### config.mk
export PLATFORM = sky130hd
export DESIGN_NAME = product_except_self_scan_flat
export DESIGN_NICKNAME = d
export VERILOG_FILES = /design/src/hdl/pse_pkg.sv /design/src/hdl/pse_if.sv /design/src/hdl/product_except_self_scan.sv /design/src/hdl/pse_ram.sv /design/src/hdl/pse_mul.sv /design/src/flat_wrapper.sv
export SDC_FILE = /design/constraint.sdc
export NUM_CORES = 2
export LEC_CHECK = 0
export BUFFER_PORTS_ARGS = -buffer_cell sky130_fd_sc_hd__buf_2
export CORE_MARGIN = 1
export CORE_UTILIZATION = 30
export CTS_CLUSTER_DIAMETER = 80
export DETAILED_ROUTE_END_ITERATION = 16
export PLACE_DENSITY = 0.43
export SYNTH_ARGS = -nofsm -noshare
export SYNTH_HDL_FRONTEND = slang
export SYNTH_HIERARCHICAL = 1
export SYNTH_SLANG_ARGS = --single-unit
export TNS_END_PERCENT = 5
### constraint.sdc
create_clock -name clock -period 9 [get_ports clock]
set_input_delay 0.9 -clock clock [delete_from_list [all_inputs] [get_ports clock]]
set_output_delay 0.9 -clock clock [all_outputs]
set_load 0.005 [all_outputs]
### src/hdl/pse_pkg.sv
// ----------------------------------------------------------------------------
// pse_pkg - shared types and constants for the product-except-self scan
// Vector capacity, derived index widths and the sequencer state type.
// ----------------------------------------------------------------------------
package pse_pkg;

   // vector capacity (2 .. 64)
   localparam int unsigned MAX_LEN = 64;
   localparam int unsigned ADDR_W  = $clog2(MAX_LEN);
   localparam int unsigned CNT_W   = $clog2(MAX_LEN + 1);
   localparam int unsigned ELEM_W  = 8;
   localparam int unsigned PROD_W  = 32;

   typedef logic [ADDR_W-1:0]        addr_type;
   typedef logic [CNT_W-1:0]         count_type;
   typedef logic signed [ELEM_W-1:0] elem_type;
   typedef logic [PROD_W-1:0]        prod_type;

   // sequencer states
   typedef enum logic [2:0] {
      ST_LOAD,     // collecting elements
      ST_SUF_RD,   // first read of the suffix pass
      ST_SUF_PRE,  // prefix times suffix, written back
      ST_SUF_EL,   // suffix times element
      ST_EMIT      // results out in index order
   } state_type;

   // sign-extend one element to product width
   function automatic prod_type sext_elem(input elem_type e);
      return prod_type'(signed'(e));
   endfunction

endpackage

### src/hdl/pse_if.sv
// ----------------------------------------------------------------------------
// pse_if - valid/ready channels of the product-except-self scan
// Element channel in, result channel out; a beat moves on valid and ready.
// ----------------------------------------------------------------------------
interface pse_req_if;
   import pse_pkg::*;

   logic     valid;
   logic     ready;
   elem_type value;
   logic     last_element;

   modport source (output valid, value, last_element, input ready);
   modport sink   (input valid, value, last_element, output ready);
endinterface

interface pse_rsp_if;
   import pse_pkg::*;

   logic     valid;
   logic     ready;
   prod_type product;
   logic     last_result;
   logic     truncated;

   modport source (output valid, product, last_result, truncated, input ready);
   modport sink   (input valid, product, last_result, truncated, output ready);
endinterface

### src/hdl/product_except_self_scan.sv
// ----------------------------------------------------------------------------
// product_except_self_scan - product of all other elements, no division
// Elements arrive one per beat on req_chan; a beat with last_element set
// closes the vector. Each stored element is kept with its exclusive prefix
// product. After the closing beat a suffix pass walks the vector from the
// top down, then one result per element leaves on rsp_chan in index order.
//
// Loading: req_chan.ready high while collecting, one element per beat.
// Suffix pass: both multiplies sharing one 32x32 unit.
// Emit pass: one result per cycle while rsp_chan.ready stays high.
// The first result follows the suffix pass, and req_chan.ready returns
// once the last result is loaded into the output register; the shared
// multiplier splits each element of the suffix pass into the ST_SUF_PRE
// and ST_SUF_EL steps.
// Elements beyond MAX_LEN are dropped; that run's results carry truncated.
// A stalled receiver holds the output register and pauses the emit pass;
// the last result may still wait while the next vector starts loading.
// Reset (synchronous) empties the vector and the output register; the
// element and prefix RAMs need no clearing.
// ----------------------------------------------------------------------------
module product_except_self_scan
   import pse_pkg::*;
(
   input  logic          clock,
   input  logic          reset,
   pse_req_if.sink       req_chan,
   pse_rsp_if.source     rsp_chan
);

   state_type state_ff, state_in;
   count_type count_ff, count_in;
   prod_type  running_ff, running_in;
   prod_type  suffix_ff, suffix_in;
   addr_type  idx_ff, idx_in;
   addr_type  last_idx_ff, last_idx_in;
   logic      single_ff, single_in;
   logic      overflow_ff, overflow_in;
   logic      rsp_valid_ff, rsp_valid_in;
   prod_type  rsp_product_ff, rsp_product_in;
   logic      rsp_last_ff, rsp_last_in;
   logic      rsp_trunc_ff, rsp_trunc_in;

   logic      req_beat;
   logic      store_ok;
   count_type count_next;
   addr_type  rd_addr;
   logic      elem_we, pre_we;
   addr_type  wr_addr;
   prod_type  pre_wr_data;
   elem_type  elem_rd;
   prod_type  pre_rd;
   prod_type  mul_a, mul_b, mul_res;
   logic      can_load;

   // element and prefix stores
   pse_ram #(.WIDTH(ELEM_W), .DEPTH(MAX_LEN)) u_elem_ram (
      .clock   (clock),
      .wr_en   (elem_we),
      .wr_addr (wr_addr),
      .wr_data (req_chan.value),
      .rd_addr (rd_addr),
      .rd_data (elem_rd)
   );

   pse_ram #(.WIDTH(PROD_W), .DEPTH(MAX_LEN)) u_pre_ram (
      .clock   (clock),
      .wr_en   (pre_we),
      .wr_addr (wr_addr),
      .wr_data (pre_wr_data),
      .rd_addr (rd_addr),
      .rd_data (pre_rd)
   );

   // the one multiplier
   pse_mul u_mul (
      .op_a   (mul_a),
      .op_b   (mul_b),
      .result (mul_res)
   );

   assign req_chan.ready = (state_ff == ST_LOAD);
   assign req_beat       = req_chan.valid && (state_ff == ST_LOAD);
   assign store_ok       = (count_ff < count_type'(MAX_LEN));
   assign count_next     = count_ff + count_type'(store_ok);
   assign can_load       = !rsp_valid_ff || rsp_chan.ready;

   // state register
   always_ff @(posedge clock) begin
      if (reset) begin
         state_ff     <= ST_LOAD;
         count_ff     <= '0;
         running_ff   <= prod_type'(1);
         overflow_ff  <= 1'b0;
         rsp_valid_ff <= 1'b0;
      end else begin
         state_ff     <= state_in;
         count_ff     <= count_in;
         running_ff   <= running_in;
         overflow_ff  <= overflow_in;
         rsp_valid_ff <= rsp_valid_in;
      end
   end

   // datapath registers
   always_ff @(posedge clock) begin
      suffix_ff      <= suffix_in;
      idx_ff         <= idx_in;
      last_idx_ff    <= last_idx_in;
      single_ff      <= single_in;
      rsp_product_ff <= rsp_product_in;
      rsp_last_ff    <= rsp_last_in;
      rsp_trunc_ff   <= rsp_trunc_in;
   end

   // sequencer: next state, unit operands, RAM control
   always_comb begin
      state_in       = state_ff;
      count_in       = count_ff;
      running_in     = running_ff;
      suffix_in      = suffix_ff;
      idx_in         = idx_ff;
      last_idx_in    = last_idx_ff;
      single_in      = single_ff;
      overflow_in    = overflow_ff;
      rsp_valid_in   = rsp_valid_ff && !rsp_chan.ready;
      rsp_product_in = rsp_product_ff;
      rsp_last_in    = rsp_last_ff;
      rsp_trunc_in   = rsp_trunc_ff;
      rd_addr        = idx_ff;
      elem_we        = 1'b0;
      pre_we         = 1'b0;
      wr_addr        = idx_ff;
      pre_wr_data    = mul_res;
      mul_a          = running_ff;
      mul_b          = sext_elem(req_chan.value);

      case (state_ff)
         ST_LOAD: begin
            // store the element with its exclusive prefix
            wr_addr     = count_ff[ADDR_W-1:0];
            pre_wr_data = running_ff;
            if (req_beat) begin
               if (store_ok) begin
                  elem_we    = 1'b1;
                  pre_we     = 1'b1;
                  running_in = mul_res;
                  count_in   = count_next;
               end else begin
                  overflow_in = 1'b1;
               end
               if (req_chan.last_element) begin
                  last_idx_in = addr_type'(count_next - count_type'(1));
                  idx_in      = addr_type'(count_next - count_type'(1));
                  single_in   = (count_next == count_type'(1));
                  suffix_in   = prod_type'(1);
                  state_in    = ST_SUF_RD;
               end
            end
         end
         ST_SUF_RD: begin
            state_in = ST_SUF_PRE;
         end
         ST_SUF_PRE: begin
            // result = prefix * suffix, written over the prefix
            mul_a    = pre_rd;
            mul_b    = suffix_ff;
            pre_we   = 1'b1;
            state_in = ST_SUF_EL;
         end
         ST_SUF_EL: begin
            // fold this element into the suffix, read the next one down
            mul_a     = suffix_ff;
            mul_b     = sext_elem(elem_rd);
            suffix_in = mul_res;
            if (idx_ff == '0) begin
               rd_addr  = '0;
               state_in = ST_EMIT;
            end else begin
               idx_in   = idx_ff - addr_type'(1);
               rd_addr  = idx_ff - addr_type'(1);
               state_in = ST_SUF_PRE;
            end
         end
         ST_EMIT: begin
            // read data belongs to idx_ff; load output when it is free
            if (can_load) begin
               rsp_valid_in   = 1'b1;
               rsp_product_in = single_ff ? sext_elem(elem_rd) : pre_rd;
               rsp_last_in    = (idx_ff == last_idx_ff);
               rsp_trunc_in   = overflow_ff;
               if (idx_ff == last_idx_ff) begin
                  overflow_in = 1'b0;
                  running_in  = prod_type'(1);
                  count_in    = '0;
                  state_in    = ST_LOAD;
               end else begin
                  idx_in  = idx_ff + addr_type'(1);
                  rd_addr = idx_ff + addr_type'(1);
               end
            end
         end
         default: begin
            state_in = ST_LOAD;
         end
      endcase
   end

   assign rsp_chan.valid       = rsp_valid_ff;
   assign rsp_chan.product     = rsp_product_ff;
   assign rsp_chan.last_result = rsp_last_ff;
   assign rsp_chan.truncated   = rsp_trunc_ff;

   // ---- assertions ----
   a_count_range: assert property (@(posedge clock) disable iff (reset)
      count_ff <= count_type'(MAX_LEN))
      else $error("element count beyond capacity");

   a_empty_running_one: assert property (@(posedge clock) disable iff (reset)
      (state_ff == ST_LOAD && count_ff == '0) |-> running_ff == prod_type'(1))
      else $error("running product not one on an empty vector");

   a_close_starts_suffix: assert property (@(posedge clock) disable iff (reset)
      (req_beat && req_chan.last_element) |=> state_ff == ST_SUF_RD)
      else $error("closing beat did not start the suffix pass");

   a_emit_idx_range: assert property (@(posedge clock) disable iff (reset)
      (state_ff == ST_EMIT) |-> idx_ff <= last_idx_ff)
      else $error("emit index past the last element");

   a_run_ends_on_last: assert property (@(posedge clock) disable iff (reset)
      (state_ff == ST_EMIT ##1 state_ff == ST_LOAD) |-> rsp_valid_ff && rsp_last_ff)
      else $error("emit pass ended without a last result");

endmodule

### src/hdl/pse_ram.sv
// ----------------------------------------------------------------------------
// pse_ram - generic single-write, single-read RAM
// One write port, one read port, read data registered.
// ----------------------------------------------------------------------------
module pse_ram #(
   parameter int unsigned WIDTH = 8,
   parameter int unsigned DEPTH = 64
) (
   input  logic                     clock,
   input  logic                     wr_en,
   input  logic [$clog2(DEPTH)-1:0] wr_addr,
   input  logic [WIDTH-1:0]         wr_data,
   input  logic [$clog2(DEPTH)-1:0] rd_addr,
   output logic [WIDTH-1:0]         rd_data
);

   logic [WIDTH-1:0] mem_ff [DEPTH];
   logic [WIDTH-1:0] rd_data_ff;

   // write port and registered read
   always_ff @(posedge clock) begin
      if (wr_en) begin
         mem_ff[wr_addr] <= wr_data;
      end
      rd_data_ff <= mem_ff[rd_addr];
   end

   assign rd_data = rd_data_ff;

endmodule

### src/hdl/pse_mul.sv
// ----------------------------------------------------------------------------
// pse_mul - shared wrapping multiplier
// 32 x 32 multiply keeping the low 32 bits (two's complement wrap).
// ----------------------------------------------------------------------------
module pse_mul
   import pse_pkg::*;
(
   input  prod_type op_a,
   input  prod_type op_b,
   output prod_type result
);

   logic [2*PROD_W-1:0] full_prod;

   // low half is the same for signed and unsigned operands
   assign full_prod = {{PROD_W{1'b0}}, op_a} * {{PROD_W{1'b0}}, op_b};
   assign result    = full_prod[PROD_W-1:0];

endmodule

### src/flat_wrapper.sv
// flat-port wrapper written by rule: the top's interface ports become plain ports
module product_except_self_scan_flat import pse_pkg::*;
  (clock, reset, req_chan_valid, req_chan_value, req_chan_last_element, req_chan_ready, rsp_chan_valid, rsp_chan_product, rsp_chan_last_result, rsp_chan_truncated, rsp_chan_ready);
  pse_req_if req_chan_i ();
  pse_rsp_if rsp_chan_i ();
  input  logic clock;
  input  logic reset;
  input wire logic [$bits(req_chan_i.valid)-1:0] req_chan_valid;
  input wire logic [$bits(req_chan_i.value)-1:0] req_chan_value;
  input wire logic [$bits(req_chan_i.last_element)-1:0] req_chan_last_element;
  output wire logic [$bits(req_chan_i.ready)-1:0] req_chan_ready;
  output wire logic [$bits(rsp_chan_i.valid)-1:0] rsp_chan_valid;
  output wire logic [$bits(rsp_chan_i.product)-1:0] rsp_chan_product;
  output wire logic [$bits(rsp_chan_i.last_result)-1:0] rsp_chan_last_result;
  output wire logic [$bits(rsp_chan_i.truncated)-1:0] rsp_chan_truncated;
  input wire logic [$bits(rsp_chan_i.ready)-1:0] rsp_chan_ready;
  assign req_chan_i.valid = req_chan_valid;
  assign req_chan_i.value = req_chan_value;
  assign req_chan_i.last_element = req_chan_last_element;
  assign req_chan_ready = req_chan_i.ready;
  assign rsp_chan_valid = rsp_chan_i.valid;
  assign rsp_chan_product = rsp_chan_i.product;
  assign rsp_chan_last_result = rsp_chan_i.last_result;
  assign rsp_chan_truncated = rsp_chan_i.truncated;
  assign rsp_chan_i.ready = rsp_chan_ready;
  product_except_self_scan u_core (.clock(clock), .reset(reset), .req_chan(req_chan_i), .rsp_chan(rsp_chan_i));
endmodule
### Word level (Yosys, flattened, before mapping)

Memory sizes are Yosys's and may differ from the RTL's. A register that Yosys moved wholly into a read port is not among the register bits.
Cells that the tools add are included.

| storage, ports and cells | value |
|---|---|
| register bits | 123 |
| bits in writable memories | 2560 |
| input bits | 13 |
| word-level logic and storage cells | 97 |
| memories | 2 |

Memories:

| memory | depth | width | rd ports | clocked after Yosys merged registers in | write ports | line | source |
|---|---|---|---|---|---|---|---|
| u_core.u_pre_ram.mem_ff | 64 | 32 | 1 | 1 | 1 | pse_ram.sv:17 | `logic [WIDTH-1:0] mem_ff [DEPTH];` |
| u_core.u_elem_ram.mem_ff | 64 | 8 | 1 | 1 | 1 | pse_ram.sv:17 |  |

| operators by class | value |
|---|---|
| $add $sub $neg | 4 |
| multiply operators | 1 |
| order comparisons | 1 |
| eq/ne operators | 13 |
| muxes and demuxes | 47 |
| reductions and logical operators | 17 |

Operators with widths:

| kind | number |
|---|---|
| two-way mux 32 bit | 8 |
| case mux 32 bit (2 select lines) | 4 |
| two-way mux 6 bit | 7 |
| multiplier 32 x 32 -> 32 bit | 1 |
| two-way mux 7 bit | 4 |
| case mux 6 bit (3 select lines) | 1 |
| two-way mux 3 bit | 5 |
| case mux 3 bit (5 select lines) | 1 |
| case mux 7 bit (2 select lines) | 1 |
| two-way mux 1 bit | 13 |
| case mux 6 bit (2 select lines) | 1 |
| subtractor 6 x 1 -> 6 bit (second input constant) | 2 |
| AND reduction 5 bit | 2 |
| != test 2 x 1 -> 1 bit (second input constant) | 4 |
| AND reduction 4 bit | 2 |
| adder 7 x 1 -> 7 bit | 1 |
| == test 7 x 1 -> 1 bit (second input constant) | 1 |
| < comparator 7 bit (second input constant) | 1 |
| adder 6 x 1 -> 6 bit (second input constant) | 1 |
| == test 3 x 2 -> 1 bit (second input constant) | 2 |
| == test 6 bit | 1 |
| logical NOT 6 bit | 1 |
| != test 2 bit (second input constant) | 3 |
| AND reduction 3 bit | 2 |
| 10 further kinds | 14 |

### Logic depth before layout (Yosys ltp)

| depth | value |
|---|---|
| word-level depth | 6 |
| depth in mapped cells | 36 |
| depth with buffers taken out | 31 |

### By module

Netlist, hierarchy kept.

By module, submodules not included:

| module | instances | cells an instance | area each (um^2) |
|---|---|---|---|
| pse_ram at u_core.u_pre_ram | 1 | 3324 | 78515.3 |
| pse_ram at u_core.u_elem_ram | 1 | 940 | 20166.8 |
| pse_mul | 1 | 1748 | 15778.9 |
| product_except_self_scan | 1 | 678 | 6960.4 |

### Least setup slack after synthesis

Ideal clock, no wire load.

| timing | value |
|---|---|
| path type | in2reg |
| start point | input port req_chan_value[7] |
| end point | memory u_core/u_pre_ram/mem_ff[0][31] in the netlist's numbering, data pin |
| setup time | 0.289 ns |
| arrival | 8.371 ns |
| data required time | 8.711 ns |
| setup slack | 0.341 ns |
| stages on the path | 31 |
| cells stage by stage | nand2_1 o21ai_1 buf_2 a21o_1 clkbuf_1 nand2_1 fa_1 inv_1 fa_1 fa_1 inv_1 fa_1 inv_1 fa_1 inv_1 fa_1 inv_1 fa_1 inv_1 fa_1 inv_1 ha_1 nand4_1 nor3_1 a31oi_1 a211oi_2 nand2_2 a311oi_2 a31o_1 xnor2_1 mux2_2 |

| between the ends | value |
|---|---|
| word-level cells in the longest chain between the ends | 3 |

RTL lines:

| element | line | source |
|---|---|---|
| from (decl) | flat_wrapper.sv:9 | `input wire logic [$bits(req_chan_i.value)-1:0] req_chan_value;` |
| case mux 32 bit (2 select lines) | product_except_self_scan.sv:137 | `case (state_ff)` |
| named net u_core.mul_b[8] | product_except_self_scan.sv:52 | `prod_type mul_a, mul_b, mul_res;` |
| multiplier 32 x 32 -> 32 bit | pse_mul.sv:16 | `assign full_prod = {{PROD_W{1'b0}}, op_a} * {{PROD_W{1'b0}}, op_b};` |
| named net u_core.mul_res[31] | product_except_self_scan.sv:52 |  |
| two-way mux 32 bit | product_except_self_scan.sv:137 |  |
| named net u_core.pre_wr_data[31] | product_except_self_scan.sv:49 | `prod_type pre_wr_data;` |
| to (decl) | pse_ram.sv:17 |  |

The timed path passes the listed nets, and every way through them passes these cells.

### Worst setup path in the final report

| timing | value |
|---|---|
| start point | register u_core.state_ff[0] |
| end point | memory u_core/u_pre_ram/mem_ff[44][31] in the netlist's numbering, data pin |

| between the ends | value |
|---|---|
| word-level cells in the longest chain between the ends | 4 |
| elaborated cells between the ends (all ways) | 7 |
| those cells by class | mul: 1; eq/ne: 2; mux: 3; reduce/logical: 1 |

RTL lines:

| element | line | source |
|---|---|---|
| from (decl) | product_except_self_scan.sv:30 | `state_type state_ff, state_in;` |
| from (signal assigned) | product_except_self_scan.sv:96 | `state_ff <= state_in;` |
| == test 3 x 2 -> 1 bit | product_except_self_scan.sv:137 |  |
| case mux 32 bit (2 select lines) (*) | product_except_self_scan.sv:137 |  |
| named net u_core.mul_a[2] | product_except_self_scan.sv:52 |  |
| multiplier 32 x 32 -> 32 bit (*) | pse_mul.sv:16 |  |
| named net u_core.mul_res[31] | product_except_self_scan.sv:52 |  |
| two-way mux 32 bit (*) | product_except_self_scan.sv:137 |  |
| named net u_core.pre_wr_data[31] | product_except_self_scan.sv:49 |  |

Mark *: on every way through the listed nets, which the timed path passes. The rest lies on a longest branch.

==> results.py <==
metrics = {
    "job": {
        "drv_cap": 0,
    },
    "global_routing": {
        "grt_usage": 0.178,
        "overflow": 0,
        "antenna_found_initial": 13,
        "grt_pass1_wl_microns": 518000,
        "grt_max_degree": 85,
        "grt_pass1_vias": 66300,
    },
    "sta": {
        "setup-tns-final_ns": 0,
        "slew_headroom": 0.155,
        "worstMarginPinSlew_ns": 1.27,
        "finalCritPeriodShare": 0.963,
        "fmax_mhz": 115,
        "setup_violations": 0,
        "rsz0062_at_grt": "false",
        "setup_ws_ns": 0.333,
        "hold_viol_final": 0,
        "period_needed_ns": 8.67,
        "finClkSkew_ns": 0.0649,
        "slew_viol_final": 0,
    },
    "drt": {
        "post_drt_wl_per_cell_microns": 29.1,
        "drt-total-wl_microns": 367000,
        "drc": 0,
        "ant_nets": 0,
        "dr_total_vias": 62600,
        "via_per_inst": 4.96,
        "drt_pass1_iterations": 6,
        "drt_iter0_markers": 5284,
    },
    "logic_synthesis": {
        "synth_fp_nets": 7241,
        "ys_top_cells_by_area": "edfxtp_1, mux4_2, fa_1",
        "syn_inst": 6690,
        "yosys_warnings": 6,
        "ys_seq_area_frac": 0.667,
        "synth_area_leader_cell": "edfxtp_1",
        "ys_ff_latch": 2723,
        "synth.avg_cell_area_sq_um": 18.1,
        "ys_async_sr_fraction": 0,
        "synth_ff_type": "edfxtp_1",
        "synth_edf_count": 2639,
        "netlist_area_sq_um": 121000,
        "synth.distinct_cells": 93,
        "synthDominantCellAreaShare": 0.653,
    },
    "clock_network": {
        "cts.sinks": 2723,
        "cts-root-buf": "clkbuf_16",
        "clk_pin_slew_ns": 0.06,
        "cts-htree-levels": 5,
        "cts_setup_buffers": 0,
        "holdBufCountCts": 0,
        "clk_latency_ns": 0.90,
        "numCtsBuffers": 298,
        "cts_tree": "built",
        "clockBufferDepth": 4,
    },
    "placement": {
        "portBuffers": 48,
        "place_area_sq_um": 130000,
        "dp_hpwl_microns": 224000,
        "pre_cts_slack_ns": -0.0718,
        "placedCellCount": 12100,
        "gp_congestion": 0.796,
    },
    "worst_setup_path": {
        "worst-setup-path-type": "reg -> reg",
        "required_ns": 9.57,
        "cp_slowest_stage_delay_ns": 0.83,
        "crit_slowest_cell": "o21ai_2",
        "worstPathArrival_ns": 9.24,
        "crit_top_cell": "fa_1",
        "crit_path_end_kind": "flop",
        "path_max_fanout": 64,
        "start_kind": "flop",
        "ff2ff_path_depth": 29,
    },
    "final_layout": {
        "final_layout_size_suffix_gt1_frac": 0.228,
        "fillers": 38100,
        "fin_nets": 7525,
        "seq_area_sq_um": 80900,
        "final_cells": 12600,
        "area_growth_pct": 15.0,
        "fin_area_sq_um": 140000,
        "multi_input_area_sq_um": 37700,
    },
    "worst_hold_path": {
        "hold_depth": 3,
        "holdCritPathClass": "in -> reg",
    },
    "floorplanning": {
        "dieArea_sq_um": 407000,
        "rows": 233,
        "die_h_microns": 638,
        "die_x_microns": 638,
        "fp.coreArea_sq_um": 403000,
        "io_pins": 49,
        "initial_utilization": 0.301,
    },
    "outcome": {
        "status": "complete, no violations",
    },
}
==> state kept, by name (all words and copies together) (netlist names) <==
name                         flops
u_core/running_ff               32
u_core/rsp_chan.last_result      1
u_core/u_pre_ram/rd_data        32
u_core/idx_ff                    6
u_core/u_elem_ram/mem_ff       512
u_core/single_ff                 1
u_core/state_ff                  3
u_core/u_pre_ram/mem_ff       2048
u_core/last_idx_ff               6
u_core/u_elem_ram/rd_data        8
u_core/rsp_chan.product         32
u_core/rsp_chan.truncated        1
u_core/overflow_ff               1
u_core/suffix_ff                32
u_core/rsp_chan.valid            1
u_core/count_ff                  7
==> critical path, delay by kind of cell (launching register included) <==
kind,cells,cell delay [ns]
AOI/OAI and AO/OA,5,1.86
adders and majority gates,9,3.76
and+or+nand+nor,4,0.55
DFF,1,0.38
muxes,2,0.42
xor gates and xnor gates,1,0.10
buffers and inverters,8,1.16
==> metrics by stage <==
| stage | hold slack, ns | util |
|---|---|---|
| 3_3_place_gp | 0.453 | 0.323 |
| 5_1_grt | 0.310 | 0.346 |
| 2_1_floorplan | 0.403 | - |
| 6_report | 0.351 | 0.346 |
| 3_5_place_dp | 0.459 | 0.323 |
| 4_1_cts | 0.277 | 0.346 |
==> timing repair <==
| action | in CTS | in global routing |
|---|---|---|
| resized for setup | 0 | 8 |
| setup endpoints to repair | 0 | 320 |
| hold endpoints to repair | 0 | 0 |
==> kinds of logic after synthesis <==
logic type / Yosys count / share of synthesized area
AO/OA/AOI/OAI: 524 / 0.0295
XOR/XNOR: 101 / 0.00729
adder cells (fa/ha/maj): 538 / 0.0807
buffers and inverters: 811 / 0.0286
flip-flops: 2723 / 0.667
multiplexers: 880 / 0.142
AND/OR/NAND/NOR: 1113 / 0.0453
==> cells in the final DEF (no fill, tap or decap), types with 22 or more instances in the layout <==
master and n:
a21o_1 36, a21oi_1 105, a22o_1 33, and2_1 336, buf_12 51, buf_2 48
buf_4 263, clkbuf_1 65, clkbuf_16 305, clkinv_1 52, clkinv_2 54, dfxtp_1 83
edfxtp_1 2639, fa_1 408, ha_1 130, inv_1 431, mux2_2 55, mux2i_1 155
mux4_2 670, nand2_1 343, nand3_1 32, nor2_1 188, nor2_4 63, nor2b_1 30
nor3_1 22, o21ai_0 55, o21ai_2 23, o221ai_1 37, o22ai_1 96, xnor2_1 81
==> cell type report <==
class                      instances  share of cell area
antenna                           13            0.000233
clock buffer                     374              0.0568
clock inverter                   149             0.00965
inverter                         431              0.0116
multi-input combinational       3156               0.270
sequential                      2723               0.580
tap                             5405              0.0484
timing repair buffer             364              0.0233
==> routing by layer <==
metal / GRT usage / part of all wire / vias up
met5: 0 / 0 / -
li1: - / - / 26300
met4: 0.0396 / 0.023 / 0
met2: 0.299 / 0.49 / 1432
met3: 0.0212 / 0.045 / 397
met1: 0.248 / 0.44 / 34500
==> Yosys cell counts, drive strengths merged (10+ instances only) <==
| library cell | number |
|---|---|
| o221ai | 37 |
| nand2 | 346 |
| nor2 | 255 |
| mux2 | 55 |
| and2 | 337 |
| nor2b | 31 |
| a22oi | 17 |
| o21ai | 91 |
| o22ai | 96 |
| a21o | 37 |
| clkbuf | 199 |
| inv | 431 |
| nand2b | 20 |
| mux4 | 670 |
| edfxtp | 2639 |
| a22o | 33 |
| nor3 | 26 |
| buf | 181 |
| a211oi | 10 |
| dfxtp | 84 |
| xor2 | 19 |
| a311oi | 11 |
| a21oi | 109 |
| nand3 | 33 |
| ha | 130 |
| xnor2 | 82 |
| mux2i | 155 |
| fa | 408 |
==> worst paths after layout <==
check                                    endpoint            startpoint  slack, ns
setup / recovery  u_core/u_pre_ram/mem_ff[44][31]    u_core/state_ff[0]       0.33
hold / removal                 u_core/state_ff[2]        req_chan_valid       0.35
setup reg to reg  u_core/u_pre_ram/mem_ff[44][31]    u_core/state_ff[0]       0.33
hold reg to reg              u_core/running_ff[0]  u_core/running_ff[0]       0.47
Power is not shown: default switching activity piles up to over one toggle a cycle in this logic, so the estimate is an artifact.
